File: src/design/mic_pkg.sv
// Package for the multilevel interrupt controller: request types, codes and helpers.
package mic_pkg;

    // Function codes carried in the func field of an input request.
    localparam logic [2:0] FUNC_POST   = 3'd0;
    localparam logic [2:0] FUNC_WRITE  = 3'd1;
    localparam logic [2:0] FUNC_READ   = 3'd2;
    localparam logic [2:0] FUNC_ACCEPT = 3'd3;
    localparam logic [2:0] FUNC_RETURN = 3'd4;

    // Register addresses.
    localparam logic [1:0] REG_STATUS = 2'd0;
    localparam logic [1:0] REG_RR_PTR = 2'd1;
    localparam logic [1:0] REG_CTRL   = 2'd2;

    // Request levels.
    localparam logic [1:0] LVL_NONE = 2'd0;
    localparam logic [1:0] LVL_LOW  = 2'd1;
    localparam logic [1:0] LVL_MED  = 2'd2;
    localparam logic [1:0] LVL_HIGH = 2'd3;

    // Bit positions in the status and control registers.
    localparam int BIT_LOW  = 0;
    localparam int BIT_MED  = 1;
    localparam int BIT_HIGH = 2;
    localparam int BIT_RR   = 7;

    // Width of one leaf group of the priority search tree.
    localparam int GROUP_W = 16;

    // Depth of the queue between the front and back ends.
    localparam int QUEUE_DEPTH = 2;

    // Search classes: high, medium, low, and low above the round-robin pointer.
    localparam int CLS_HIGH     = 0;
    localparam int CLS_MED      = 1;
    localparam int CLS_LOW      = 2;
    localparam int CLS_LOW_NEXT = 3;
    localparam int NUM_CLS      = 4;

    typedef struct packed {
        logic [2:0] func;
        logic [6:0] vector;
        logic [1:0] level;
        logic [1:0] reg_addr;
        logic [7:0] write_data;
    } mic_in_t;

    typedef struct packed {
        logic [7:0] read_data;
        logic       irq_request;
        logic       accepted;
        logic [6:0] vector_taken;
        logic [7:0] jump_address;
    } mic_out_t;

    typedef enum logic [2:0] {
        OP_POST,
        OP_WRITE,
        OP_READ,
        OP_ACCEPT,
        OP_RETURN,
        OP_NONE
    } mic_op_t;

    // Classified request handed from the front end to the back end.
    typedef struct packed {
        mic_op_t    op;
        logic [6:0] vector;
        logic [1:0] level;
        logic [1:0] reg_addr;
        logic [7:0] write_data;
    } mic_cmd_t;

    typedef enum logic [1:0] {
        S_EXEC,
        S_REDUCE,
        S_GROUP,
        S_SELECT
    } mic_state_t;

    typedef struct packed {
        logic       found;
        logic [3:0] idx;
    } mic_pe_t;

    // Lowest set bit of a 16-bit word, built as two 8-bit encoders and a merge.
    function automatic mic_pe_t mic_pe16(input logic [15:0] v);
        mic_pe_t    r;
        logic [2:0] il;
        logic [2:0] ih;
        il = 3'd0;
        ih = 3'd0;
        for (int i = 7; i >= 0; i--) begin
            if (v[i]) begin
                il = 3'(i);
            end
            if (v[i + 8]) begin
                ih = 3'(i);
            end
        end
        r.found = |v;
        r.idx   = (|v[7:0]) ? {1'b0, il} : {1'b1, ih};
        return r;
    endfunction

endpackage

File: src/design/multilevel_interrupt_controller.sv
// Top level of the multilevel interrupt controller.
//
//   Channel  Ports                       Direction  Carries
//   input    s_valid, s_ready, s_data    in         mic_in_t request (func and operands)
//   result   m_valid, m_ready, m_data    out        mic_out_t result, one per request
//
// Each request passes through the back end in order: execute, round-robin pointer
// reduction, leaf encoding of the vector groups and root selection.
// A two-entry queue takes requests while the back end is busy; the output
// register holds a finished result while the next request is being worked on.
// A stalled result holds the back end in its selection step until it is taken.
// Reset clears control state but not data registers; there is no clearing pass.
module multilevel_interrupt_controller #(
    parameter int NUM_VECTORS = 128
) (
    input  logic              aclk,
    input  logic              aresetn,
    input  logic              s_valid,
    output logic              s_ready,
    input  mic_pkg::mic_in_t  s_data,
    output logic              m_valid,
    input  logic              m_ready,
    output mic_pkg::mic_out_t m_data
);
    import mic_pkg::*;

    logic     q_full;
    logic     q_push;
    mic_cmd_t q_push_cmd;
    logic     q_pop;
    logic     q_head_valid;
    mic_cmd_t q_head_cmd;

    // Classification of incoming requests.
    mic_front #(
        .NUM_VECTORS(NUM_VECTORS)
    ) u_front (
        .s_valid (s_valid),
        .s_ready (s_ready),
        .s_data  (s_data),
        .q_full  (q_full),
        .q_push  (q_push),
        .q_cmd   (q_push_cmd)
    );

    // Queue between the two halves.
    mic_queue u_queue (
        .aclk       (aclk),
        .aresetn    (aresetn),
        .push       (q_push),
        .push_cmd   (q_push_cmd),
        .full       (q_full),
        .pop        (q_pop),
        .head_valid (q_head_valid),
        .head_cmd   (q_head_cmd)
    );

    // State update, priority search and result register.
    mic_back #(
        .NUM_VECTORS(NUM_VECTORS)
    ) u_back (
        .aclk    (aclk),
        .aresetn (aresetn),
        .q_valid (q_head_valid),
        .q_cmd   (q_head_cmd),
        .q_pop   (q_pop),
        .m_valid (m_valid),
        .m_ready (m_ready),
        .m_data  (m_data)
    );

endmodule

File: src/design/mic_front.sv
// Front end: checks incoming requests and classifies them into queue commands.
module mic_front #(
    parameter int NUM_VECTORS = 128
) (
    input  logic              s_valid,
    output logic              s_ready,
    input  mic_pkg::mic_in_t  s_data,
    input  logic              q_full,
    output logic              q_push,
    output mic_pkg::mic_cmd_t q_cmd
);
    import mic_pkg::*;

    // The front end takes a request whenever the queue has room.
    assign s_ready = !q_full;
    assign q_push  = s_valid && !q_full;

    // Decode the function code; a post to a vector beyond the count does nothing.
    always_comb begin
        q_cmd.vector     = s_data.vector;
        q_cmd.level      = s_data.level;
        q_cmd.reg_addr   = s_data.reg_addr;
        q_cmd.write_data = s_data.write_data;
        unique case (s_data.func)
            FUNC_POST: begin
                q_cmd.op = (int'(s_data.vector) < NUM_VECTORS) ? OP_POST : OP_NONE;
            end
            FUNC_WRITE:  q_cmd.op = OP_WRITE;
            FUNC_READ:   q_cmd.op = OP_READ;
            FUNC_ACCEPT: q_cmd.op = OP_ACCEPT;
            FUNC_RETURN: q_cmd.op = OP_RETURN;
            default:     q_cmd.op = OP_NONE;
        endcase
    end

endmodule

File: src/design/mic_queue.sv
// Short command queue that decouples the front end from the back end.
module mic_queue (
    input  logic              aclk,
    input  logic              aresetn,
    input  logic              push,
    input  mic_pkg::mic_cmd_t push_cmd,
    output logic              full,
    input  logic              pop,
    output logic              head_valid,
    output mic_pkg::mic_cmd_t head_cmd
);
    import mic_pkg::*;

    localparam int PTR_W = $clog2(QUEUE_DEPTH);
    localparam int CNT_W = $clog2(QUEUE_DEPTH + 1);

    mic_cmd_t         entry_reg [QUEUE_DEPTH];
    logic [PTR_W-1:0] wr_ptr_reg;
    logic [PTR_W-1:0] wr_ptr_next;
    logic [PTR_W-1:0] rd_ptr_reg;
    logic [PTR_W-1:0] rd_ptr_next;
    logic [CNT_W-1:0] count_reg;
    logic [CNT_W-1:0] count_next;
    logic             do_push;
    logic             do_pop;

    assign full       = (count_reg == CNT_W'(QUEUE_DEPTH));
    assign head_valid = (count_reg != '0);
    assign head_cmd   = entry_reg[rd_ptr_reg];
    assign do_push    = push && !full;
    assign do_pop     = pop && head_valid;

    // Pointer and fill count update, wrapping at the queue depth.
    always_comb begin
        wr_ptr_next = wr_ptr_reg;
        rd_ptr_next = rd_ptr_reg;
        count_next  = count_reg;
        if (do_push) begin
            wr_ptr_next = (wr_ptr_reg == PTR_W'(QUEUE_DEPTH - 1)) ? '0 : wr_ptr_reg + 1'b1;
        end
        if (do_pop) begin
            rd_ptr_next = (rd_ptr_reg == PTR_W'(QUEUE_DEPTH - 1)) ? '0 : rd_ptr_reg + 1'b1;
        end
        if (do_push && !do_pop) begin
            count_next = count_reg + 1'b1;
        end else if (do_pop && !do_push) begin
            count_next = count_reg - 1'b1;
        end
    end

    always_ff @(posedge aclk) begin
        if (!aresetn) begin
            wr_ptr_reg <= '0;
            rd_ptr_reg <= '0;
            count_reg  <= '0;
        end else begin
            wr_ptr_reg <= wr_ptr_next;
            rd_ptr_reg <= rd_ptr_next;
            count_reg  <= count_next;
        end
    end

    // Queue storage needs no reset.
    always_ff @(posedge aclk) begin
        if (do_push) begin
            entry_reg[wr_ptr_reg] <= push_cmd;
        end
    end

endmodule

File: src/design/mic_back.sv
// Back end: applies commands to the controller state and runs the priority search.
module mic_back #(
    parameter int NUM_VECTORS = 128
) (
    input  logic              aclk,
    input  logic              aresetn,
    input  logic              q_valid,
    input  mic_pkg::mic_cmd_t q_cmd,
    output logic              q_pop,
    output logic              m_valid,
    input  logic              m_ready,
    output mic_pkg::mic_out_t m_data
);
    import mic_pkg::*;

    localparam int IDX_W = (NUM_VECTORS > 1) ? $clog2(NUM_VECTORS) : 1;
    localparam int NG    = (NUM_VECTORS + GROUP_W - 1) / GROUP_W;
    localparam int RECIP = 65536 / NUM_VECTORS;

    mic_state_t       state_reg;
    mic_state_t       state_next;

    logic [1:0]       levels_reg [NUM_VECTORS];
    logic [1:0]       levels_next [NUM_VECTORS];
    logic [7:0]       status_reg;
    logic [7:0]       status_next;
    logic [7:0]       ptr_reg;
    logic [7:0]       ptr_next;
    logic [7:0]       ctrl_reg;
    logic [7:0]       ctrl_next;

    logic             chosen_valid_reg;
    logic             chosen_valid_next;
    logic [IDX_W-1:0] chosen_vec_reg;
    logic [IDX_W-1:0] chosen_vec_next;
    logic [1:0]       chosen_lvl_reg;
    logic [1:0]       chosen_lvl_next;

    logic [7:0]       res_rd_reg;
    logic [7:0]       res_rd_next;
    logic             res_acc_reg;
    logic             res_acc_next;
    logic [6:0]       res_vec_reg;
    logic [6:0]       res_vec_next;
    logic [7:0]       res_jump_reg;
    logic [7:0]       res_jump_next;

    logic [7:0]       quot_reg;
    logic [7:0]       quot_next;
    logic [IDX_W-1:0] rr_base_reg;
    logic [IDX_W-1:0] rr_base_next;

    logic [NG-1:0]    grp_found_reg [NUM_CLS];
    logic [NG-1:0]    grp_found_next [NUM_CLS];
    logic [3:0]       grp_idx_reg [NUM_CLS][NG];
    logic [3:0]       grp_idx_next [NUM_CLS][NG];

    logic             out_valid_reg;
    logic             out_valid_next;
    mic_out_t         out_data_reg;
    mic_out_t         out_data_next;

    logic             exec_fire;
    logic             out_free;
    logic [24:0]      quot_prod;
    logic [16:0]      quot_times_n;
    logic [8:0]       rem_raw;
    logic [8:0]       rem_fix;
    logic [7:0]       chosen_wide;
    logic [NG*GROUP_W-1:0] cls_vec [NUM_CLS];
    logic             sel_found [NUM_CLS];
    logic [7:0]       sel_vec [NUM_CLS];
    mic_pe_t          top_pe;
    mic_pe_t          leaf_pe;
    logic [3:0]       leaf_idx;
    logic [7:0]       mask;

    assign exec_fire   = (state_reg == S_EXEC) && q_valid;
    assign q_pop       = exec_fire;
    assign out_free    = !out_valid_reg || m_ready;
    assign m_valid     = out_valid_reg;
    assign m_data      = out_data_reg;
    assign chosen_wide = 8'(chosen_vec_reg);

    // Sequencer: execute, reduce the round-robin pointer, encode groups, select.
    always_comb begin
        state_next = state_reg;
        unique case (state_reg)
            S_EXEC:   if (q_valid) state_next = S_REDUCE;
            S_REDUCE: state_next = S_GROUP;
            S_GROUP:  state_next = S_SELECT;
            S_SELECT: if (out_free) state_next = S_EXEC;
            default:  state_next = S_EXEC;
        endcase
    end

    // Effect of one command on the registers and on the result fields.
    always_comb begin
        levels_next   = levels_reg;
        status_next   = status_reg;
        ptr_next      = ptr_reg;
        ctrl_next     = ctrl_reg;
        res_rd_next   = res_rd_reg;
        res_acc_next  = res_acc_reg;
        res_vec_next  = res_vec_reg;
        res_jump_next = res_jump_reg;
        if (exec_fire) begin
            res_rd_next   = 8'd0;
            res_acc_next  = 1'b0;
            res_vec_next  = 7'd0;
            res_jump_next = 8'd0;
            unique case (q_cmd.op)
                OP_POST: begin
                    for (int k = 0; k < NUM_VECTORS; k++) begin
                        if (int'(q_cmd.vector) == k) begin
                            levels_next[k] = q_cmd.level;
                        end
                    end
                end
                OP_WRITE: begin
                    unique case (q_cmd.reg_addr)
                        REG_STATUS: status_next = q_cmd.write_data;
                        REG_RR_PTR: ptr_next    = q_cmd.write_data;
                        REG_CTRL:   ctrl_next   = q_cmd.write_data;
                        default:    ;
                    endcase
                end
                OP_READ: begin
                    unique case (q_cmd.reg_addr)
                        REG_STATUS: res_rd_next = status_reg;
                        REG_RR_PTR: res_rd_next = ptr_reg;
                        REG_CTRL:   res_rd_next = ctrl_reg;
                        default:    res_rd_next = 8'd0;
                    endcase
                end
                OP_ACCEPT: begin
                    if (chosen_valid_reg) begin
                        unique case (chosen_lvl_reg)
                            LVL_HIGH: status_next[BIT_HIGH] = 1'b1;
                            LVL_MED:  status_next[BIT_MED]  = 1'b1;
                            LVL_LOW: begin
                                status_next[BIT_LOW] = 1'b1;
                                if (ctrl_reg[BIT_RR]) begin
                                    ptr_next = chosen_wide;
                                end
                            end
                            default: ;
                        endcase
                        res_acc_next  = 1'b1;
                        res_vec_next  = chosen_wide[6:0];
                        res_jump_next = {chosen_wide[6:0], 1'b0};
                    end
                end
                OP_RETURN: begin
                    if (status_reg[BIT_HIGH]) begin
                        status_next[BIT_HIGH] = 1'b0;
                    end else if (status_reg[BIT_MED]) begin
                        status_next[BIT_MED] = 1'b0;
                    end else if (status_reg[BIT_LOW]) begin
                        status_next[BIT_LOW] = 1'b0;
                    end
                end
                default: ;
            endcase
        end
    end

    // Pointer modulo the vector count: reciprocal estimate, then one correction.
    always_comb begin
        quot_prod    = 25'(ptr_next) * 25'(RECIP);
        quot_next    = exec_fire ? quot_prod[23:16] : quot_reg;
        quot_times_n = 17'(quot_reg) * 17'(NUM_VECTORS);
        rem_raw      = 9'(ptr_reg) - quot_times_n[8:0];
        rem_fix      = (rem_raw >= 9'(NUM_VECTORS)) ? rem_raw - 9'(NUM_VECTORS) : rem_raw;
        rr_base_next = (state_reg == S_REDUCE) ? rem_fix[IDX_W-1:0] : rr_base_reg;
    end

    // Leaf stage of the search tree: lowest candidate in each group of vectors.
    always_comb begin
        for (int c = 0; c < NUM_CLS; c++) begin
            cls_vec[c] = '0;
        end
        for (int k = 0; k < NUM_VECTORS; k++) begin
            cls_vec[CLS_HIGH][k]     = (levels_reg[k] == LVL_HIGH);
            cls_vec[CLS_MED][k]      = (levels_reg[k] == LVL_MED);
            cls_vec[CLS_LOW][k]      = (levels_reg[k] == LVL_LOW);
            cls_vec[CLS_LOW_NEXT][k] = (levels_reg[k] == LVL_LOW) && (k > int'(rr_base_reg));
        end
        for (int c = 0; c < NUM_CLS; c++) begin
            for (int g = 0; g < NG; g++) begin
                leaf_pe              = mic_pe16(cls_vec[c][g*GROUP_W +: GROUP_W]);
                grp_found_next[c][g] = (state_reg == S_GROUP) ? leaf_pe.found
                                                              : grp_found_reg[c][g];
                grp_idx_next[c][g]   = (state_reg == S_GROUP) ? leaf_pe.idx
                                                              : grp_idx_reg[c][g];
            end
        end
    end

    // Root stage: first group with a candidate, then its leaf index.
    always_comb begin
        for (int c = 0; c < NUM_CLS; c++) begin
            top_pe   = mic_pe16(16'(grp_found_reg[c]));
            leaf_idx = 4'd0;
            for (int g = 0; g < NG; g++) begin
                if (4'(g) == top_pe.idx) begin
                    leaf_idx = grp_idx_reg[c][g];
                end
            end
            sel_found[c] = top_pe.found;
            sel_vec[c]   = {top_pe.idx, leaf_idx};
        end
    end

    // Final choice by level, honouring enables, executing levels and round-robin.
    always_comb begin
        mask              = ctrl_reg & ~status_reg;
        chosen_valid_next = chosen_valid_reg;
        chosen_vec_next   = chosen_vec_reg;
        chosen_lvl_next   = chosen_lvl_reg;
        out_valid_next    = out_valid_reg && !m_ready;
        out_data_next     = out_data_reg;
        if (state_reg == S_SELECT && out_free) begin
            chosen_valid_next = 1'b1;
            if (mask[BIT_HIGH] && sel_found[CLS_HIGH]) begin
                chosen_vec_next = sel_vec[CLS_HIGH][IDX_W-1:0];
                chosen_lvl_next = LVL_HIGH;
            end else if (mask[BIT_MED] && sel_found[CLS_MED]) begin
                chosen_vec_next = sel_vec[CLS_MED][IDX_W-1:0];
                chosen_lvl_next = LVL_MED;
            end else if (mask[BIT_LOW] && ctrl_reg[BIT_RR] && sel_found[CLS_LOW_NEXT]) begin
                chosen_vec_next = sel_vec[CLS_LOW_NEXT][IDX_W-1:0];
                chosen_lvl_next = LVL_LOW;
            end else if (mask[BIT_LOW] && sel_found[CLS_LOW]) begin
                chosen_vec_next = sel_vec[CLS_LOW][IDX_W-1:0];
                chosen_lvl_next = LVL_LOW;
            end else begin
                chosen_valid_next = 1'b0;
                chosen_vec_next   = '0;
                chosen_lvl_next   = LVL_NONE;
            end
            out_valid_next             = 1'b1;
            out_data_next.read_data    = res_rd_reg;
            out_data_next.irq_request  = chosen_valid_next;
            out_data_next.accepted     = res_acc_reg;
            out_data_next.vector_taken = res_vec_reg;
            out_data_next.jump_address = res_jump_reg;
        end
    end

    // Control state and controller registers.
    always_ff @(posedge aclk) begin
        if (!aresetn) begin
            state_reg        <= S_EXEC;
            status_reg       <= 8'd0;
            ptr_reg          <= 8'd0;
            ctrl_reg         <= 8'd0;
            chosen_valid_reg <= 1'b0;
            chosen_vec_reg   <= '0;
            chosen_lvl_reg   <= LVL_NONE;
            out_valid_reg    <= 1'b0;
            for (int k = 0; k < NUM_VECTORS; k++) begin
                levels_reg[k] <= LVL_NONE;
            end
        end else begin
            state_reg        <= state_next;
            status_reg       <= status_next;
            ptr_reg          <= ptr_next;
            ctrl_reg         <= ctrl_next;
            chosen_valid_reg <= chosen_valid_next;
            chosen_vec_reg   <= chosen_vec_next;
            chosen_lvl_reg   <= chosen_lvl_next;
            out_valid_reg    <= out_valid_next;
            levels_reg       <= levels_next;
        end
    end

    // Working registers of the search and result payload.
    always_ff @(posedge aclk) begin
        res_rd_reg    <= res_rd_next;
        res_acc_reg   <= res_acc_next;
        res_vec_reg   <= res_vec_next;
        res_jump_reg  <= res_jump_next;
        quot_reg      <= quot_next;
        rr_base_reg   <= rr_base_next;
        grp_found_reg <= grp_found_next;
        grp_idx_reg   <= grp_idx_next;
        out_data_reg  <= out_data_next;
    end

endmodule
File: config.mk
export PLATFORM = sky130hd
export DESIGN_NAME = multilevel_interrupt_controller
export DESIGN_NICKNAME = d
export VERILOG_FILES = /design/src/design/mic_pkg.sv /design/src/design/multilevel_interrupt_controller.sv /design/src/design/mic_front.sv /design/src/design/mic_queue.sv /design/src/design/mic_back.sv
export SDC_FILE = /design/constraint.sdc
export NUM_CORES = 2
export LEC_CHECK = 0
export BUFFER_PORTS_ARGS = -buffer_cell sky130_fd_sc_hd__buf_4
export CAP_MARGIN = 30
export CORE_MARGIN = 2
export CORE_UTILIZATION = 42
export CTS_BUF_LIST = sky130_fd_sc_hd__clkbuf_8 sky130_fd_sc_hd__clkbuf_16
export DETAILED_ROUTE_END_ITERATION = 8
export GPL_TIMING_DRIVEN = 0
export PLACE_DENSITY = 0.56
export SETUP_SLACK_MARGIN = 0.4
export SYNTH_ARGS = -nofsm -noshare
export SYNTH_HDL_FRONTEND = slang
export SYNTH_SLANG_ARGS = --single-unit
File: constraint.sdc
create_clock -name aclk -period 7.05 [get_ports aclk]
set_input_delay 1.0575 -clock aclk [delete_from_list [all_inputs] [get_ports aclk]]
set_output_delay 1.0575 -clock aclk [all_outputs]
set_load 0.03 [all_outputs]
## Word level (Yosys, flattened, before mapping)

Memory sizes are Yosys's and may differ from the RTL's. A register that Yosys moved wholly into a read port is not among the register bits.
Index checks and enable logic that the tools add are counted.

| storage, ports and cells | value |
|---|---|
| register bits | 507 |
| memory bits (writable) | 44 |
| input port bits | 26 |
| output and inout bits | 27 |
| word-level logic and storage cells | 1,910 |
| memories kept | 1 |

| operators by class | value |
|---|---|
| $add $sub $neg | 6 |
| magnitude comparators | 128 |
| equality and inequality tests | 567 |
| multiplexer cells | 653 |
| bitwise operators | 2 |
| reductions and logical operators | 363 |

Memory list:

| memory | depth | width | read ports | clocked after Yosys merged registers in | wr ports | RTL line | RTL |
|---|---|---|---|---|---|---|---|
| u_queue.entry_reg | 2 | 22 | 1 | 1 | 1 | mic_queue.sv:17 | `mic_cmd_t entry_reg [QUEUE_DEPTH];` |

Operator list:

| kind | number |
|---|---|
| $mux 3 | 545 |
| $eq 2x2->1 const B | 262 |
| $reduce_or 16->1 | 31 |
| $eq 7x7->1 const B | 64 |
| $gt 7x7->1 const A | 64 |
| $reduce_and 3->1 | 130 |
| $reduce_or 8->1 | 35 |
| $mux 4 | 68 |
| $eq 2x1->1 const B | 131 |
| $eq 7x6->1 const B | 32 |
| $gt 6x7->1 const A | 32 |
| $logic_and 1x1->1 | 140 |
| $eq 7x5->1 const B | 16 |
| $gt 5x7->1 const A | 16 |
| $eq 3x4->1 const A | 16 |
| $eq 7x4->1 const B | 8 |
| $gt 4x7->1 const A | 8 |
| $mux 8 | 5 |
| $mux 7 | 5 |
| $eq 2x4->1 const A | 8 |
| $eq 7x3->1 const B | 4 |
| $gt 3x7->1 const A | 4 |
| $pmux 8 s3 | 1 |
| $mux 1 | 17 |
| 37 further kinds | 77 |

## Logic depth before layout (Yosys ltp)

| depth | value |
|---|---|
| depth in word-level cells | 22 |
| mapped depth | 11 |

## Cells and area by module

From an unflattened synthesis, not the netlist that was laid out.

| unflattened totals | value |
|---|---|
| cells, all modules | 3,480 |
| area, all modules | 31,119.8 µm² |

By module, submodules not included:

| module | times used | cells each | area an instance (µm²) |
|---|---|---|---|
| mic_back | 1 | 3,363 | 29,134.2 |
| mic_queue | 1 | 93 | 1,815.5 |
| mic_front | 1 | 24 | 170.2 |

## Worst setup path after synthesis

OpenSTA, ideal clock, no wires.

| timing path | value |
|---|---|
| path type | reg2reg |
| start | register u_back.state_reg[0] |
| end | register u_back.grp_found_reg[0] in the netlist's numbering (enable) |
| data arrival time | 4.145 ns |
| required time | 6.509 ns |
| setup slack | 2.364 ns |
| stages on the path, launching flop included | 3 |
| path buffers | 0 |
| clock period less this slack | 4.686 ns |
| cells stage by stage | dfxtp_1 inv_1 ha_1 |

| between the ends | value |
|---|---|
| word-level cells in the longest chain between the ends | 1 |

RTL lines:

| what | RTL line | RTL |
|---|---|---|
| start, declared | mic_back.sv:20 | `mic_state_t state_reg;` |
| start signal, assigned | mic_back.sv:266 | `state_reg <= state_next;` |
| $eq 2x2->1 | mic_back.sv:192 | `grp_found_next[c][g] = (state_reg == S_GROUP) ? leaf_pe.found` |
| end signal, assigned | mic_back.sv:286 | `grp_found_reg <= grp_found_next;` |
| end, declared | mic_back.sv:53 | `logic [NG-1:0] grp_found_reg [NUM_CLS];` |

Every way passes these cells.
A chain may end at the register's enable or synchronous reset.

## Final worst setup path

| timing path | value |
|---|---|
| start | register u_back.rr_base_reg[4] |
| end | register u_back.grp_idx_reg[5] in the netlist's numbering (data pin) |

| between the ends | value |
|---|---|
| word-level cells in the longest chain between the ends | 11 |

RTL lines:

| what | RTL line | RTL |
|---|---|---|
| start, declared | mic_back.sv:50 | `logic [IDX_W-1:0] rr_base_reg;` |
| start signal, assigned | mic_back.sv:285 | `rr_base_reg <= rr_base_next;` |
| $gt 7x7->1 | mic_back.sv:187 | `cls_vec[CLS_LOW_NEXT][k] = (levels_reg[k] == LVL_LOW) && (k > int'(rr_base_reg));` |
| $logic_and 1x1->1 | mic_back.sv:187 |  |
| $mux 3 (on tied branches) (8 in series) | mic_pkg.sv:98, mic_pkg.sv:95 |  |
| $mux 4 (*) | mic_pkg.sv:103 | `r.idx = (\|v[7:0]) ? {1'b0, il} : {1'b1, ih};` |
| end signal, assigned | mic_back.sv:287 | `grp_idx_reg <= grp_idx_next;` |
| end, declared | mic_back.sv:55 | `logic [3:0] grp_idx_reg [NUM_CLS][NG];` |

Every way passes the cells marked *; elsewhere a longest branch is shown, timed or not.

==> metrics <==
result of the run=complete, no violations; maximum fanout along the worst path=10; share of post-route cells with drive strength above 1=8.44%; yosys synthesis warning count=0; flip-flop and latch count after synthesis=542; number of port buffers=50; number of buffers added by the clock tree synthesis step=60; crit path max-delay cell type=sky130_fd_sc_hd__a32oi_1; aggregate routed wire length=128 mm; Worst Skew=0.0203 ns; EDFF count, synth=244; pin count of the biggest net entering global routing=71; placed cells=4620; cell chain of the critical path=buf_2 > buf_2 > buf_2 > clkbuf_1 > a21oi_1 > o21ai_0 > nand3_1 > a32oi_1; routed length per placed instance=27.0 um; Period Utilization, post-route=51.9%; final slew viol count=0; combined flip-flop and latch cell area=0.0133 mm^2; detailed-placement wirelength estimate=102 mm; GRT Total Usage=34.3%; max-capacitance violation count=0; netlist area before placement=0.0298 mm^2; post-layout min period=3.66 ns; number of antenna-violating nets in the routed design=0; GRT overflow=0; portion of the post-synthesis area used by sequential elements=44.6%; number of nets in the layout=3775; total number of vias=28900; Rel. slew slack=26.0%; transition time of the tightest slew-check pin=1.10 ns; combinational family with the most area after synthesis=simple AND/OR/NAND/NOR gates; start-to-end type of the worst setup path=reg2reg; Finished Layout Cells=4734; max reg flops=256; die width=270 um; Clock Tree Root=sky130_fd_sc_hd__clkbuf_16; initial core utilization=42.4%; cell area reported after detailed placement=0.0317 mm^2; number of instances in the synthesized netlist=3606; Die H=270 um; final weighted congestion in routability-driven placement=1.06; most numerous cell on the critical path=sky130_fd_sc_hd__buf_2; drt first pass iters=6; share of synthesized cell area in and, or, nand and nor gates=25.1%; drt via density=6.11; final-layout fill cell count=7010; unique cell type count in the Yosys netlist=96; antenna violations before repair=1; predominant post-synthesis flop cell=sky130_fd_sc_hd__dfxtp_1; Non-Filler Cell Area, Final=0.0338 mm^2; initial drt markers=3784; Avg Cell Area, Syn=8.26 um^2; critical path startpoint category=flop; Post-CTS Hold Fix Bufs=0; Die ar.=0.0730 mm^2; post-CTS setup buffer count=0; Clock Sink Count=542; LEAKAGE=12.0 nW; Synth Area in Adders=0.210%; Max VDD drop=0.000208 V; mux share of post-synthesis cell area=2.36%; Post-route DRC=0; unrepaired setup endpoints after global routing=no; most area-consuming cells after synthesis=sky130_fd_sc_hd__edfxtp_1 25%, sky130_fd_sc_hd__dfxtp_1 20%, sky130_fd_sc_hd__nor2_1 7.2%; area of the multi-input gates=0.0154 mm^2; post-synthesis net count=3637; CTS tree=built; top-area cell type share of the netlist area=24.6%; Critical Path Sink Type=flop; most area-hungry cell type in the Yosys netlist=sky130_fd_sc_hd__edfxtp_1; CORE AREA=0.0701 mm^2; Area Growth Syn to Fin=13.4%; number of standard-cell rows in the floorplan=97; final hold violation count=0; WP data arrival=4.00 ns; total setup violations reported at the end of the flow=0; setup TNS after final layout=0 ns; Max Buffers Root-to-Sink=3; CTS H-tree depth=2; global-route wire length before repair=183 mm; slowest stage delay, CP=0.61 ns; highest clock frequency the design can meet=273 MHz; xor-xnor portion of the synthesized cell area=0.118%; Top Ports=53; endpoint required time on the critical path=7.40 ns; clock insertion delay at the later pin of the skew report=0.65 ns; async set or reset register ratio after synthesis=0%; number of global-route vias before repair=26300; post-CTS clock slew at the launch and capture registers of the worst setup and hold paths=0.06 ns; power density relative to cell area=272 mW/mm^2; post-CTS sizing=0; Min-Delay Path Class=reg2reg; complex-gate fraction of the synthesized area=24.0%
## cells by family (layout without fill, tap and decap cells)
| logic type | count (synthesis) | in the layout |
|---|---|---|
| buf+inv | 256 | 442 |
| xor+xnor | 4 | 4 |
| fa+ha+maj | 5 | 5 |
| mux | 67 | 67 |
| flops | 542 | 542 |
| compound gates | 1145 | 1145 |
| other cells | 1 | 3 |
| simple gates | 1586 | 1586 |
## worst max-delay path: cells and delay by family, from the launching register on
| kind | cells | cell delay, ns |
|---|---|---|
| buffers and inverters | 4 | 1.60 |
| AOI/OAI and AO/OA | 3 | 1.07 |
| DFF | 1 | 0.55 |
| and+or+nand+nor | 1 | 0.12 |
## path summary, 6_finish.rpt
| check | cells past startpoint | slack, ns | start | endpoint |
|---|---|---|---|---|
| min | 0 | 0.42 | u_back.res_vec_reg[6] | u_back.m_data[7] |
| max | 8 | 3.39 | u_back.rr_base_reg[4] | u_back.grp_idx_reg[5] |
| min reg2reg | 0 | 0.42 | u_back.res_vec_reg[6] | u_back.m_data[7] |
| max reg2reg | 8 | 3.39 | u_back.rr_base_reg[4] | u_back.grp_idx_reg[5] |
## cells in the mapped netlist (all sizes together) (11+ instances only)
cell type,number
nor2,586
o211ai,28
a31oi,40
a211oi,174
or4b,11
a21boi,27
or3,22
nor3,64
nand2b,130
a21oi,352
clkbuf,104
nand4,12
or2,11
mux2i,44
mux2,23
and3,21
a22oi,52
edfxtp,244
o22ai,32
a32oi,21
a21o,17
buf,59
o21ai,275
a221oi,15
nand3,71
and2,28
nand3b,15
nor2b,148
inv,92
dfxtp,298
nand2,427
nor4,14
## stage by stage
stage	setup WS, ns	utilization, %	hold WS (ns)	total power [mW]
5_1_grt	3.44	48.1	0.436	9.43
3_3_place_gp	0.526	44.7	0.400	5.93
6_report	3.39	48.2	0.419	9.20
2_1_floorplan	2.36	-	0.400	4.99
4_1_cts	3.56	48.1	0.420	9.17
3_5_place_dp	3.58	45.2	0.405	5.94
## where the power goes
group          leakage (nW)  switching, mW  internal [mW]
combinational          6.40           1.61          0.510
sequential             4.58          0.165           3.64
clock                  1.05           1.38           1.89
## final cells by class
class | count | share of cell area (%)
multi-input cells | 2808 | 45.7
diodes | 2 | 0.0148
clock buffers | 70 | 4.89
well taps | 940 | 3.48
repair buffers | 76 | 2.25
plain buffers | 163 | 2.10
flip-flops and latches | 542 | 39.4
clock inverters | 40 | 1.14
inverters | 93 | 1.03
## routing by layer
layer	GRT usage, %	share of wire, %
met5	0	0
met2	50.9	42
met3	6.19	9.2
met4	14.4	4.8
met1	48.8	44
## cells in the final DEF, fill, tap and decap left out, types with 40 or more instances in the layout
| cell | n |
|---|---|
| sky130_fd_sc_hd__a21oi_1 | 350 |
| sky130_fd_sc_hd__buf_4 | 65 |
| sky130_fd_sc_hd__nor2_1 | 568 |
| sky130_fd_sc_hd__a211oi_1 | 173 |
| sky130_fd_sc_hd__nor3_1 | 62 |
| sky130_fd_sc_hd__mux2i_1 | 41 |
| sky130_fd_sc_hd__edfxtp_1 | 244 |
| sky130_fd_sc_hd__a22oi_1 | 52 |
| sky130_fd_sc_hd__o21ai_0 | 268 |
| sky130_fd_sc_hd__clkbuf_1 | 104 |
| sky130_fd_sc_hd__nand2_1 | 423 |
| sky130_fd_sc_hd__nand3_1 | 70 |
| sky130_fd_sc_hd__nand2b_1 | 130 |
| sky130_fd_sc_hd__inv_1 | 102 |
| sky130_fd_sc_hd__clkbuf_16 | 61 |
| sky130_fd_sc_hd__nor2b_1 | 148 |
| sky130_fd_sc_hd__a31oi_1 | 40 |
| sky130_fd_sc_hd__dfxtp_1 | 298 |
Note: power is estimated with default switching activity, not from simulation.
